`config.mk`:
```
export PLATFORM = sky130hd
export DESIGN_NAME = triangle_scanline_span_generator
export DESIGN_NICKNAME = d
export VERILOG_FILES = /design/src/rtl/core/tssg_pkg.sv /design/src/rtl/core/tssg_div.sv /design/src/rtl/core/tssg_dp.sv /design/src/rtl/core/tssg_ctrl.sv /design/src/rtl/core/triangle_scanline_span_generator.sv
export SDC_FILE = /design/constraint.sdc
export NUM_CORES = 2
export LEC_CHECK = 0
export CORE_MARGIN = 1
export CORE_UTILIZATION = 40
export CTS_CLUSTER_DIAMETER = 40
export DETAILED_ROUTE_END_ITERATION = 10
export DONT_BUFFER_PORTS = 1
export HOLD_SLACK_MARGIN = 0.12
export MAX_ROUTING_LAYER = met4
export PLACE_DENSITY = 0.55
export SLEW_MARGIN = 40
export SYNTH_ARGS = -nofsm -noshare
export SYNTH_HDL_FRONTEND = slang
export SYNTH_SLANG_ARGS = --single-unit
```
`constraint.sdc`:
```
create_clock -name clock -period 7.3 [get_ports clock]
set_input_delay 1.46 -clock clock [delete_from_list [all_inputs] [get_ports clock]]
set_output_delay 1.46 -clock clock [all_outputs]
set_load 0.02 [all_outputs]
```
`src/rtl/core/tssg_pkg.sv`:
```
// Shared types and constants for the triangle scanline span generator.
// No dependencies.
package tssg_pkg;

   localparam int COORD_BITS_DEFAULT = 12;

   localparam logic OP_LOAD = 1'b0;
   localparam logic OP_STEP = 1'b1;

   typedef struct packed {
      logic load;      // latch vertices from the request beat
      logic setup;     // pick the two crossing edges of the current row
      logic mul;       // form numerators, start the dividers
      logic step;      // one divider iteration
      logic out_box;   // write bounding box to the result register
      logic out_span;  // write span to the result register, advance row
      logic out_none;  // write an all-zero result
   } cmd_type;

   typedef struct packed {
      logic pending;   // rows remain for the loaded triangle
   } status_type;

endpackage

```
`src/rtl/core/tssg_div.sv`:
```
// Iterative signed divider, one quotient bit per cycle while step is high; divisor is positive.
// Depends on nothing beyond its parameters.
module tssg_div #(
   parameter int C = 12
) (
   input  logic                  clock,
   input  logic                  init,
   input  logic                  step,
   input  logic signed [2*C+2:0] num,
   input  logic        [C-1:0]   den,
   output logic signed [C-1:0]   quot
);
   logic [C-1:0]   rem_ff, rem_in;
   logic [C-1:0]   sh_ff, sh_in;
   logic           neg_ff, neg_in;
   logic [2*C+2:0] mag;
   logic [C:0]     cat;
   logic [C:0]     diff;
   logic           ge;

   always_comb begin
      mag    = num[2*C+2] ? (~num + 1'b1) : num;
      cat    = {rem_ff, sh_ff[C-1]};
      ge     = cat >= {1'b0, den};
      diff   = cat - {1'b0, den};
      rem_in = rem_ff;
      sh_in  = sh_ff;
      neg_in = neg_ff;
      if (init) begin
         // quotient magnitude stays below 2^C, so the top part starts below den
         rem_in = mag[2*C-1:C];
         sh_in  = mag[C-1:0];
         neg_in = num[2*C+2];
      end else if (step) begin
         rem_in = ge ? diff[C-1:0] : cat[C-1:0];
         sh_in  = {sh_ff[C-2:0], ge};
      end
   end

   always_ff @(posedge clock) begin
      rem_ff <= rem_in;
      sh_ff  <= sh_in;
      neg_ff <= neg_in;
   end

   assign quot = neg_ff ? $signed(~sh_ff + 1'b1) : $signed(sh_ff);
endmodule

```
`src/rtl/core/tssg_dp.sv`:
```
// Datapath: vertex store, row state, edge setup, two dividers, result register.
// Depends on tssg_pkg and tssg_div.
module tssg_dp import tssg_pkg::*; #(
   parameter int C = COORD_BITS_DEFAULT
) (
   input  logic                clock,
   input  logic                reset,
   input  cmd_type             cmd,
   output status_type          status,
   input  logic signed [C-1:0] req_ax,
   input  logic signed [C-1:0] req_ay,
   input  logic signed [C-1:0] req_bx,
   input  logic signed [C-1:0] req_by_coord,
   input  logic signed [C-1:0] req_cx,
   input  logic signed [C-1:0] req_cy,
   output logic signed [C-1:0] rsp_box_left,
   output logic signed [C-1:0] rsp_box_top,
   output logic        [C-1:0] rsp_box_width,
   output logic        [C-1:0] rsp_box_height,
   output logic                rsp_span_valid,
   output logic signed [C-1:0] rsp_span_row,
   output logic signed [C-1:0] rsp_span_start,
   output logic signed [C-1:0] rsp_span_end,
   output logic                rsp_last_span
);
   localparam int NW = 2 * C + 3;

   logic signed [C-1:0] vx_ff [3];
   logic signed [C-1:0] vy_ff [3];
   logic signed [C-1:0] row_ff, row_in;
   logic                pend_ff, pend_in;

   logic signed [C-1:0] lx, rx, ty, by;
   logic signed [C:0]   wdiff, hdiff;
   logic signed [C:0]   row_nx;
   logic                more_rows;

   // per-edge setup
   logic                hit [3];
   logic signed [C-1:0] ex1 [3];
   logic        [C-1:0] edy [3];
   logic signed [C:0]   edx [3];
   logic        [C-1:0] eyo [3];
   logic [1:0]          sel0, sel1;
   logic                none_in;

   logic signed [C-1:0] x1_ff  [2];
   logic        [C-1:0] dy_ff  [2];
   logic signed [C:0]   dx_ff  [2];
   logic        [C-1:0] yo_ff  [2];
   logic                none_ff;

   logic signed [2*C:0]   p0 [2];
   logic signed [2*C+1:0] p1 [2];
   logic signed [NW-1:0]  num [2];
   logic signed [C-1:0]   quo [2];
   logic signed [C-1:0]   xa, xb, sx, tx;

   logic signed [C-1:0] bl_ff, bt_ff, sr_ff, ss_ff, se_ff;
   logic        [C-1:0] bw_ff, bh_ff;
   logic                sv_ff, ls_ff;

   always_comb begin
      lx = vx_ff[0];
      rx = vx_ff[0];
      ty = vy_ff[0];
      by = vy_ff[0];
      for (int i = 1; i < 3; i++) begin
         if (vx_ff[i] < lx) lx = vx_ff[i];
         if (vx_ff[i] > rx) rx = vx_ff[i];
         if (vy_ff[i] < ty) ty = vy_ff[i];
         if (vy_ff[i] > by) by = vy_ff[i];
      end
      wdiff     = {rx[C-1], rx} - {lx[C-1], lx};
      hdiff     = {by[C-1], by} - {ty[C-1], ty};
      row_nx    = {row_ff[C-1], row_ff} + 1'b1;
      more_rows = row_nx < $signed({by[C-1], by});
   end

   always_comb begin
      for (int e = 0; e < 3; e++) begin
         logic signed [C-1:0] ax1, ay1, ax2, ay2;
         logic signed [C:0]   dyw, yow;
         if (vy_ff[(e + 1) % 3] < vy_ff[e]) begin
            ax1 = vx_ff[(e + 1) % 3]; ay1 = vy_ff[(e + 1) % 3];
            ax2 = vx_ff[e];           ay2 = vy_ff[e];
         end else begin
            ax1 = vx_ff[e];           ay1 = vy_ff[e];
            ax2 = vx_ff[(e + 1) % 3]; ay2 = vy_ff[(e + 1) % 3];
         end
         dyw    = {ay2[C-1], ay2} - {ay1[C-1], ay1};
         yow    = {row_ff[C-1], row_ff} - {ay1[C-1], ay1};
         hit[e] = (ay1 != ay2) && (row_ff >= ay1) && (row_ff < ay2);
         ex1[e] = ax1;
         edy[e] = dyw[C-1:0];
         edx[e] = {ax2[C-1], ax2} - {ax1[C-1], ax1};
         eyo[e] = yow[C-1:0];
      end
      none_in = 1'b0;
      priority if (hit[0]) begin
         sel0 = 2'd0;
         sel1 = hit[1] ? 2'd1 : (hit[2] ? 2'd2 : 2'd0);
      end else if (hit[1]) begin
         sel0 = 2'd1;
         sel1 = hit[2] ? 2'd2 : 2'd1;
      end else if (hit[2]) begin
         sel0 = 2'd2;
         sel1 = 2'd2;
      end else begin
         sel0    = 2'd0;
         sel1    = 2'd0;
         none_in = 1'b1;
      end
   end

   always_ff @(posedge clock) begin
      if (cmd.setup) begin
         x1_ff[0] <= ex1[sel0]; dy_ff[0] <= edy[sel0];
         dx_ff[0] <= edx[sel0]; yo_ff[0] <= eyo[sel0];
         x1_ff[1] <= ex1[sel1]; dy_ff[1] <= edy[sel1];
         dx_ff[1] <= edx[sel1]; yo_ff[1] <= eyo[sel1];
         none_ff  <= none_in;
      end
   end

   for (genvar l = 0; l < 2; l++) begin : g_lane
      assign p0[l]  = x1_ff[l] * $signed({1'b0, dy_ff[l]});
      assign p1[l]  = dx_ff[l] * $signed({1'b0, yo_ff[l]});
      assign num[l] = {{2{p0[l][2*C]}}, p0[l]} + {p1[l][2*C+1], p1[l]};
      tssg_div #(.C(C)) u_div (
         .clock (clock),
         .init  (cmd.mul),
         .step  (cmd.step),
         .num   (num[l]),
         .den   (dy_ff[l]),
         .quot  (quo[l])
      );
   end

   always_comb begin
      xa = none_ff ? '0 : quo[0];
      xb = none_ff ? '0 : quo[1];
      sx = (xa > xb) ? xb : xa;
      tx = (xa > xb) ? xa : xb;
   end

   // row state
   always_comb begin
      row_in  = row_ff;
      pend_in = pend_ff;
      if (cmd.out_box) begin
         row_in  = ty;
         pend_in = by > ty;
      end else if (cmd.out_span) begin
         row_in  = row_nx[C-1:0];
         pend_in = more_rows;
      end
   end

   // vertex store and row state
   always_ff @(posedge clock) begin
      if (reset) begin
         for (int i = 0; i < 3; i++) begin
            vx_ff[i] <= '0;
            vy_ff[i] <= '0;
         end
         row_ff  <= '0;
         pend_ff <= 1'b0;
      end else begin
         if (cmd.load) begin
            vx_ff[0] <= req_ax; vy_ff[0] <= req_ay;
            vx_ff[1] <= req_bx; vy_ff[1] <= req_by_coord;
            vx_ff[2] <= req_cx; vy_ff[2] <= req_cy;
         end
         row_ff  <= row_in;
         pend_ff <= pend_in;
      end
   end

   // result register
   always_ff @(posedge clock) begin
      if (cmd.out_box || cmd.out_span || cmd.out_none) begin
         bl_ff <= cmd.out_box ? lx : '0;
         bt_ff <= cmd.out_box ? ty : '0;
         bw_ff <= cmd.out_box ? wdiff[C-1:0] : '0;
         bh_ff <= cmd.out_box ? hdiff[C-1:0] : '0;
         sv_ff <= cmd.out_span;
         sr_ff <= cmd.out_span ? row_ff : '0;
         ss_ff <= cmd.out_span ? sx : '0;
         se_ff <= cmd.out_span ? tx : '0;
         ls_ff <= cmd.out_span && !more_rows;
      end
   end

   assign status.pending = pend_ff;
   assign rsp_box_left   = bl_ff;
   assign rsp_box_top    = bt_ff;
   assign rsp_box_width  = bw_ff;
   assign rsp_box_height = bh_ff;
   assign rsp_span_valid = sv_ff;
   assign rsp_span_row   = sr_ff;
   assign rsp_span_start = ss_ff;
   assign rsp_span_end   = se_ff;
   assign rsp_last_span  = ls_ff;
endmodule

```
`src/rtl/core/tssg_ctrl.sv`:
```
// Controller state machine: request/result handshakes and datapath sequencing.
// Depends on tssg_pkg.
module tssg_ctrl import tssg_pkg::*; #(
   parameter int C = COORD_BITS_DEFAULT
) (
   input  logic       clock,
   input  logic       reset,
   input  logic       req_valid,
   input  logic       req_opcode,
   output logic       req_stall,
   output logic       rsp_valid,
   input  logic       rsp_stall,
   input  status_type status,
   output cmd_type    cmd
);
   localparam int CW = $clog2(C);

   localparam logic [2:0] S_IDLE  = 3'd0;
   localparam logic [2:0] S_BOX   = 3'd1;
   localparam logic [2:0] S_SETUP = 3'd2;
   localparam logic [2:0] S_MUL   = 3'd3;
   localparam logic [2:0] S_DIV   = 3'd4;
   localparam logic [2:0] S_SPAN  = 3'd5;
   localparam logic [2:0] S_NONE  = 3'd6;

   logic [2:0]    state_ff, state_in;
   logic [CW-1:0] cnt_ff, cnt_in;
   logic          rv_ff, rv_in;
   logic          accept, out_free, out_load;

   assign accept   = req_valid && !req_stall;
   assign out_free = !rv_ff || !rsp_stall;
   // hold off requests in reset and while one is at work
   assign req_stall = reset || (state_ff != S_IDLE);

   always_comb begin
      cmd      = '0;
      state_in = state_ff;
      cnt_in   = cnt_ff;
      unique case (state_ff)
         S_IDLE: begin
            if (accept) begin
               if (req_opcode == OP_LOAD) begin
                  cmd.load = 1'b1;
                  state_in = S_BOX;
               end else begin
                  state_in = status.pending ? S_SETUP : S_NONE;
               end
            end
         end
         S_BOX: begin
            if (out_free) begin
               cmd.out_box = 1'b1;
               state_in    = S_IDLE;
            end
         end
         S_SETUP: begin
            cmd.setup = 1'b1;
            state_in  = S_MUL;
         end
         S_MUL: begin
            cmd.mul  = 1'b1;
            cnt_in   = '0;
            state_in = S_DIV;
         end
         S_DIV: begin
            cmd.step = 1'b1;
            cnt_in   = cnt_ff + 1'b1;
            if (cnt_ff == CW'(C - 1)) state_in = S_SPAN;
         end
         S_SPAN: begin
            if (out_free) begin
               cmd.out_span = 1'b1;
               state_in     = S_IDLE;
            end
         end
         S_NONE: begin
            if (out_free) begin
               cmd.out_none = 1'b1;
               state_in     = S_IDLE;
            end
         end
         default: state_in = S_IDLE;
      endcase
      out_load = cmd.out_box || cmd.out_span || cmd.out_none;
      rv_in    = out_load || (rv_ff && rsp_stall);
   end

   always_ff @(posedge clock) begin
      if (reset) begin
         state_ff <= S_IDLE;
         cnt_ff   <= '0;
         rv_ff    <= 1'b0;
      end else begin
         state_ff <= state_in;
         cnt_ff   <= cnt_in;
         rv_ff    <= rv_in;
      end
   end

   assign rsp_valid = rv_ff;

   a_no_overwrite: assert property (@(posedge clock) disable iff (reset)
      out_load |-> !(rv_ff && rsp_stall))
      else $error("result register overwritten while held");
   a_one_at_a_time: assert property (@(posedge clock) disable iff (reset)
      accept |=> req_stall)
      else $error("second beat taken while one is at work");
   a_div_start: assert property (@(posedge clock) disable iff (reset)
      state_ff == S_MUL |=> state_ff == S_DIV && cnt_ff == '0)
      else $error("divider did not start from zero");
   a_div_bound: assert property (@(posedge clock) disable iff (reset)
      state_ff == S_DIV |-> cnt_ff <= CW'(C - 1))
      else $error("divider count overran");
endmodule

```
`src/rtl/core/triangle_scanline_span_generator.sv`:
```
// Top level of the triangle scanline span generator.
// Depends on tssg_pkg, tssg_ctrl, tssg_dp (and tssg_div below it).
//
// Request channel (req_*): opcode 0 loads three vertices, opcode 1 asks
// for the fill span of the next row. Every request beat yields exactly one
// result beat on the rsp_* channel, in order.
// A load answers with the bounding box; the first step then returns the
// lowest row, and rows run up to but not including the highest vertex y.
// last_span marks the final row; further steps return an all-zero result.
// A load goes through the box state to its result; a step with rows left
// runs setup, numerator multiply, the divide (one quotient bit per cycle
// in two parallel restoring dividers) and result write; a step with no rows
// left goes straight to an all-zero result write. The divider iteration
// count sets the rate. One request is worked on at a time;
// req_stall is high in reset and from acceptance until the result is written.
// The result register lets a new request in while a result still waits.
// When the receiver stalls, the result holds and the next result waits in
// the controller until the register frees.
// Reset (synchronous, active high) clears the vertices, row and pending
// flag: no triangle is loaded and steps return zero results.
module triangle_scanline_span_generator import tssg_pkg::*; #(
   parameter int COORD_BITS = COORD_BITS_DEFAULT
) (
   input  logic                         clock,
   input  logic                         reset,
   input  logic                         req_valid,
   output logic                         req_stall,
   input  logic                         req_opcode,
   input  logic signed [COORD_BITS-1:0] req_ax,
   input  logic signed [COORD_BITS-1:0] req_ay,
   input  logic signed [COORD_BITS-1:0] req_bx,
   input  logic signed [COORD_BITS-1:0] req_by_coord,
   input  logic signed [COORD_BITS-1:0] req_cx,
   input  logic signed [COORD_BITS-1:0] req_cy,
   output logic                         rsp_valid,
   input  logic                         rsp_stall,
   output logic signed [COORD_BITS-1:0] rsp_box_left,
   output logic signed [COORD_BITS-1:0] rsp_box_top,
   output logic        [COORD_BITS-1:0] rsp_box_width,
   output logic        [COORD_BITS-1:0] rsp_box_height,
   output logic                         rsp_span_valid,
   output logic signed [COORD_BITS-1:0] rsp_span_row,
   output logic signed [COORD_BITS-1:0] rsp_span_start,
   output logic signed [COORD_BITS-1:0] rsp_span_end,
   output logic                         rsp_last_span
);
   cmd_type    cmd;
   status_type status;

   // sequencing and both handshakes
   tssg_ctrl #(.C(COORD_BITS)) u_ctrl (
      .clock      (clock),
      .reset      (reset),
      .req_valid  (req_valid),
      .req_opcode (req_opcode),
      .req_stall  (req_stall),
      .rsp_valid  (rsp_valid),
      .rsp_stall  (rsp_stall),
      .status     (status),
      .cmd        (cmd)
   );

   // vertex store, edge math, dividers and result register
   tssg_dp #(.C(COORD_BITS)) u_dp (
      .clock          (clock),
      .reset          (reset),
      .cmd            (cmd),
      .status         (status),
      .req_ax         (req_ax),
      .req_ay         (req_ay),
      .req_bx         (req_bx),
      .req_by_coord   (req_by_coord),
      .req_cx         (req_cx),
      .req_cy         (req_cy),
      .rsp_box_left   (rsp_box_left),
      .rsp_box_top    (rsp_box_top),
      .rsp_box_width  (rsp_box_width),
      .rsp_box_height (rsp_box_height),
      .rsp_span_valid (rsp_span_valid),
      .rsp_span_row   (rsp_span_row),
      .rsp_span_start (rsp_span_start),
      .rsp_span_end   (rsp_span_end),
      .rsp_last_span  (rsp_last_span)
   );
endmodule

```
==> flow_metrics.tcl <==
set metrics [dict create \
    ys_warn_count 0 \
    critPathArrivalTime_ps 7740 \
    worst_slack_ps -55.2 \
    rows 132 \
    multiInputGateArea_um2 39500 \
    cp_max_fo 3 \
    fillCellCount 12400 \
    drc_errors 0 \
    track_usage_pct 26.0 \
    crit_buf_inv 7 \
    cp-start-kind "flip-flop" \
    finalSetupViolations 5 \
    syn_inst 5982 \
    initial_core_util_pct 40.4 \
    clk_path_buf_depth 3 \
    period_minus_slack_ps 7360 \
    fp.coreArea_um2 130000 \
    vias 43600 \
    register_area_um2 9640 \
    netlist_top_cells_area "fa_1 (23%), edfxtp_1 (18%), ha_1 (12%)" \
    drive_above_1_share_pct 15.6 \
    critPathTopFamily "adder cells" \
    cts_root_buf "clkbuf_16" \
    cts_sinks 328 \
    fmax_mhz 136 \
    async_flop_share_pct 0 \
    gp_congestion 1.00 \
    htree_levels 2 \
    grt_start_max_net_pins 76 \
    ys_ff_latch 328 \
    grt_antenna_before_repair 2 \
    drt_wl_total_mm 168 \
    synth_area_um2 52400 \
    die_area_um2 132000 \
    wire_per_inst_um 20.6 \
    clock_skew_ps 21.7 \
    hold_viol_final 0 \
    path_clk_slew_ps 60 \
    cts_buffers 55 \
    grt_pass1_wl_mm 258 \
    pre_cts_slack_ps -493 \
    syn_area_per_cell_um2 8.76 \
    first_iter_violations 2630 \
    synth_common_cells "inv_1 (922), fa_1 (609), nand2_1 (517), ha_1 (494), and2_1 (461)" \
    area_delta_synth_final_pct 17.5 \
    clock_latency_ps 640 \
    fp.dieW_um 364 \
    ys.flop_type "edfxtp_1" \
    max_stage_delay_ps 580 \
    yosysSeqAreaShare_pct 18.4 \
    synthMostInstantiatedCell "inv_1" \
    die_y_um 364 \
    grt_pass1_vias 43600 \
    synth_largest_area_cell "fa_1" \
    synth_cell_types 105 \
    cp.required_ps 7690 \
    path_class "reg -> reg" \
    port_buffers 0 \
    drv_slew 0 \
    antenna_left 0 \
    final_util_pct 47.5 \
    dp_hpwl_mm 138 \
    hold_path_class "reg -> reg" \
    dpl_cell_area_um2 57600 \
    synth_top_cell_area_share_pct 23.3 \
    cp_common_cell "fa_1" \
    nets 7540 \
    synth-edff-count 307 \
    end_kind "flip-flop" \
    hold_ws_ps 461 \
    violations "setup timing" \
    slowest_stage "fa_1" \
    fin_area_um2 61600 \
    max_cap_violations 0 \
    worstMarginPinSlew_ps 883 \
    relSlewSlack_pct 41.1 \
    rsz0062_at_grt "yes" \
    period_share_pct 101 \
    io-pin-count 165 \
    synth_nets 7162 \
    drt_pass1_iterations 5 \
    grt_remaining_overflow 0 \
    cts_tree "built" \
    viasPerCell 5.35 \
    outcome "complete, but fails checks" \
]
tightest hold or removal path: stages, from the launching register on:
cell	delay, ps
dfxtp_1	310
nand2_1	50
a21oi_1	60
cells by family after synthesis:
| kind of cell | after synthesis | share of synthesized area, % |
|---|---|---|
| buf+inv | 1206 | 8.75 |
| simple gates | 1871 | 17.6 |
| flops | 328 | 18.4 |
| xor+xnor | 236 | 3.95 |
| mux | 138 | 2.72 |
| fa+ha+maj | 1116 | 35.3 |
| compound gates | 1087 | 13.2 |
through the flow:
step,TNS [ps],std cells
floorplan,0,5982
global placement,-13840,7957
detailed placement,-11890,7958
CTS,-868,8115
global route,-5740,8148
finish,-173,8148
cell usage in the layout (no fill, tap or decap), types with 57 or more instances in the layout:
cell type  count
xnor2_1      145
mux2i_1      101
fa_1         593
nor2b_1       73
o21ai_0      197
nand2_1      508
a21oi_1      319
buf_4        536
xor2_1        73
inv_1        903
nor3_1        65
clkbuf_16     57
edfxtp_1     307
and2_1       442
ha_1         474
a21o_1        79
nor2_1       423
state kept, by name, summed over array words and instances (netlist names), 3 cells and up:
| register | cells |
|---|---|
| u_dp.vx_ff | 36 |
| u_dp.vy_ff | 36 |
| u_dp.dx_ff | 26 |
| u_dp.dy_ff | 24 |
| u_dp.g_lane.u_div.rem_ff | 24 |
| u_dp.g_lane.u_div.sh_ff | 24 |
| u_dp.x1_ff | 24 |
| u_dp.yo_ff | 24 |
| u_dp.row_ff | 12 |
| u_dp.rsp_box_height | 12 |
| u_dp.rsp_box_left | 12 |
| u_dp.rsp_box_top | 12 |
| u_dp.rsp_box_width | 12 |
| u_dp.rsp_span_end | 12 |
| u_dp.rsp_span_row | 12 |
| u_dp.rsp_span_start | 12 |
| u_ctrl.cnt_ff | 4 |
| u_ctrl.state_ff | 3 |
final cells by class:
type                            instances  area share [%]
Antenna cell                            1         0.00407
Clock inverter                         42           0.622
Multi-Input combinational cell       4448            64.2
Tap cell                             1742            3.54
Timing Repair Buffer                  600            8.02
Sequential cell                       328            15.7
Clock buffer                           60            2.34
Inverter                              927            5.66
what timing repair did:
action,in CTS,in global routing
setup buffers,51,34
cloned,4,0
gates resized for setup,152,186
hold buffers,0,0
pin swaps,57,100
endpoints found under the setup margin,45,53
metal layers:
metal	GRT usage (%)	up-vias	part of all wire [%]
li1	-	20500	-
met1	34.1	21400	44
met2	41.7	1351	47
met3	2.43	291	5.2
met4	9.85	0	4.3
met5	-	-	0
final timing paths:
kind | start | to | slack [ps] | cells after the start
worst min register to register | u_dp.status | u_dp.status | 460 | 2
worst min-delay path | u_dp.status | u_dp.status | 460 | 2
worst max-delay path | u_dp.dy_ff[0][10] | u_dp.g_lane[0].u_div.rem_ff[10] | -60 | 26
worst max register to register | u_dp.dy_ff[0][10] | u_dp.g_lane[0].u_div.rem_ff[10] | -60 | 26
Power is left out: the tool's default activity adds up to more than one toggle a clock period on the data nets, which glitch-free logic cannot reach.
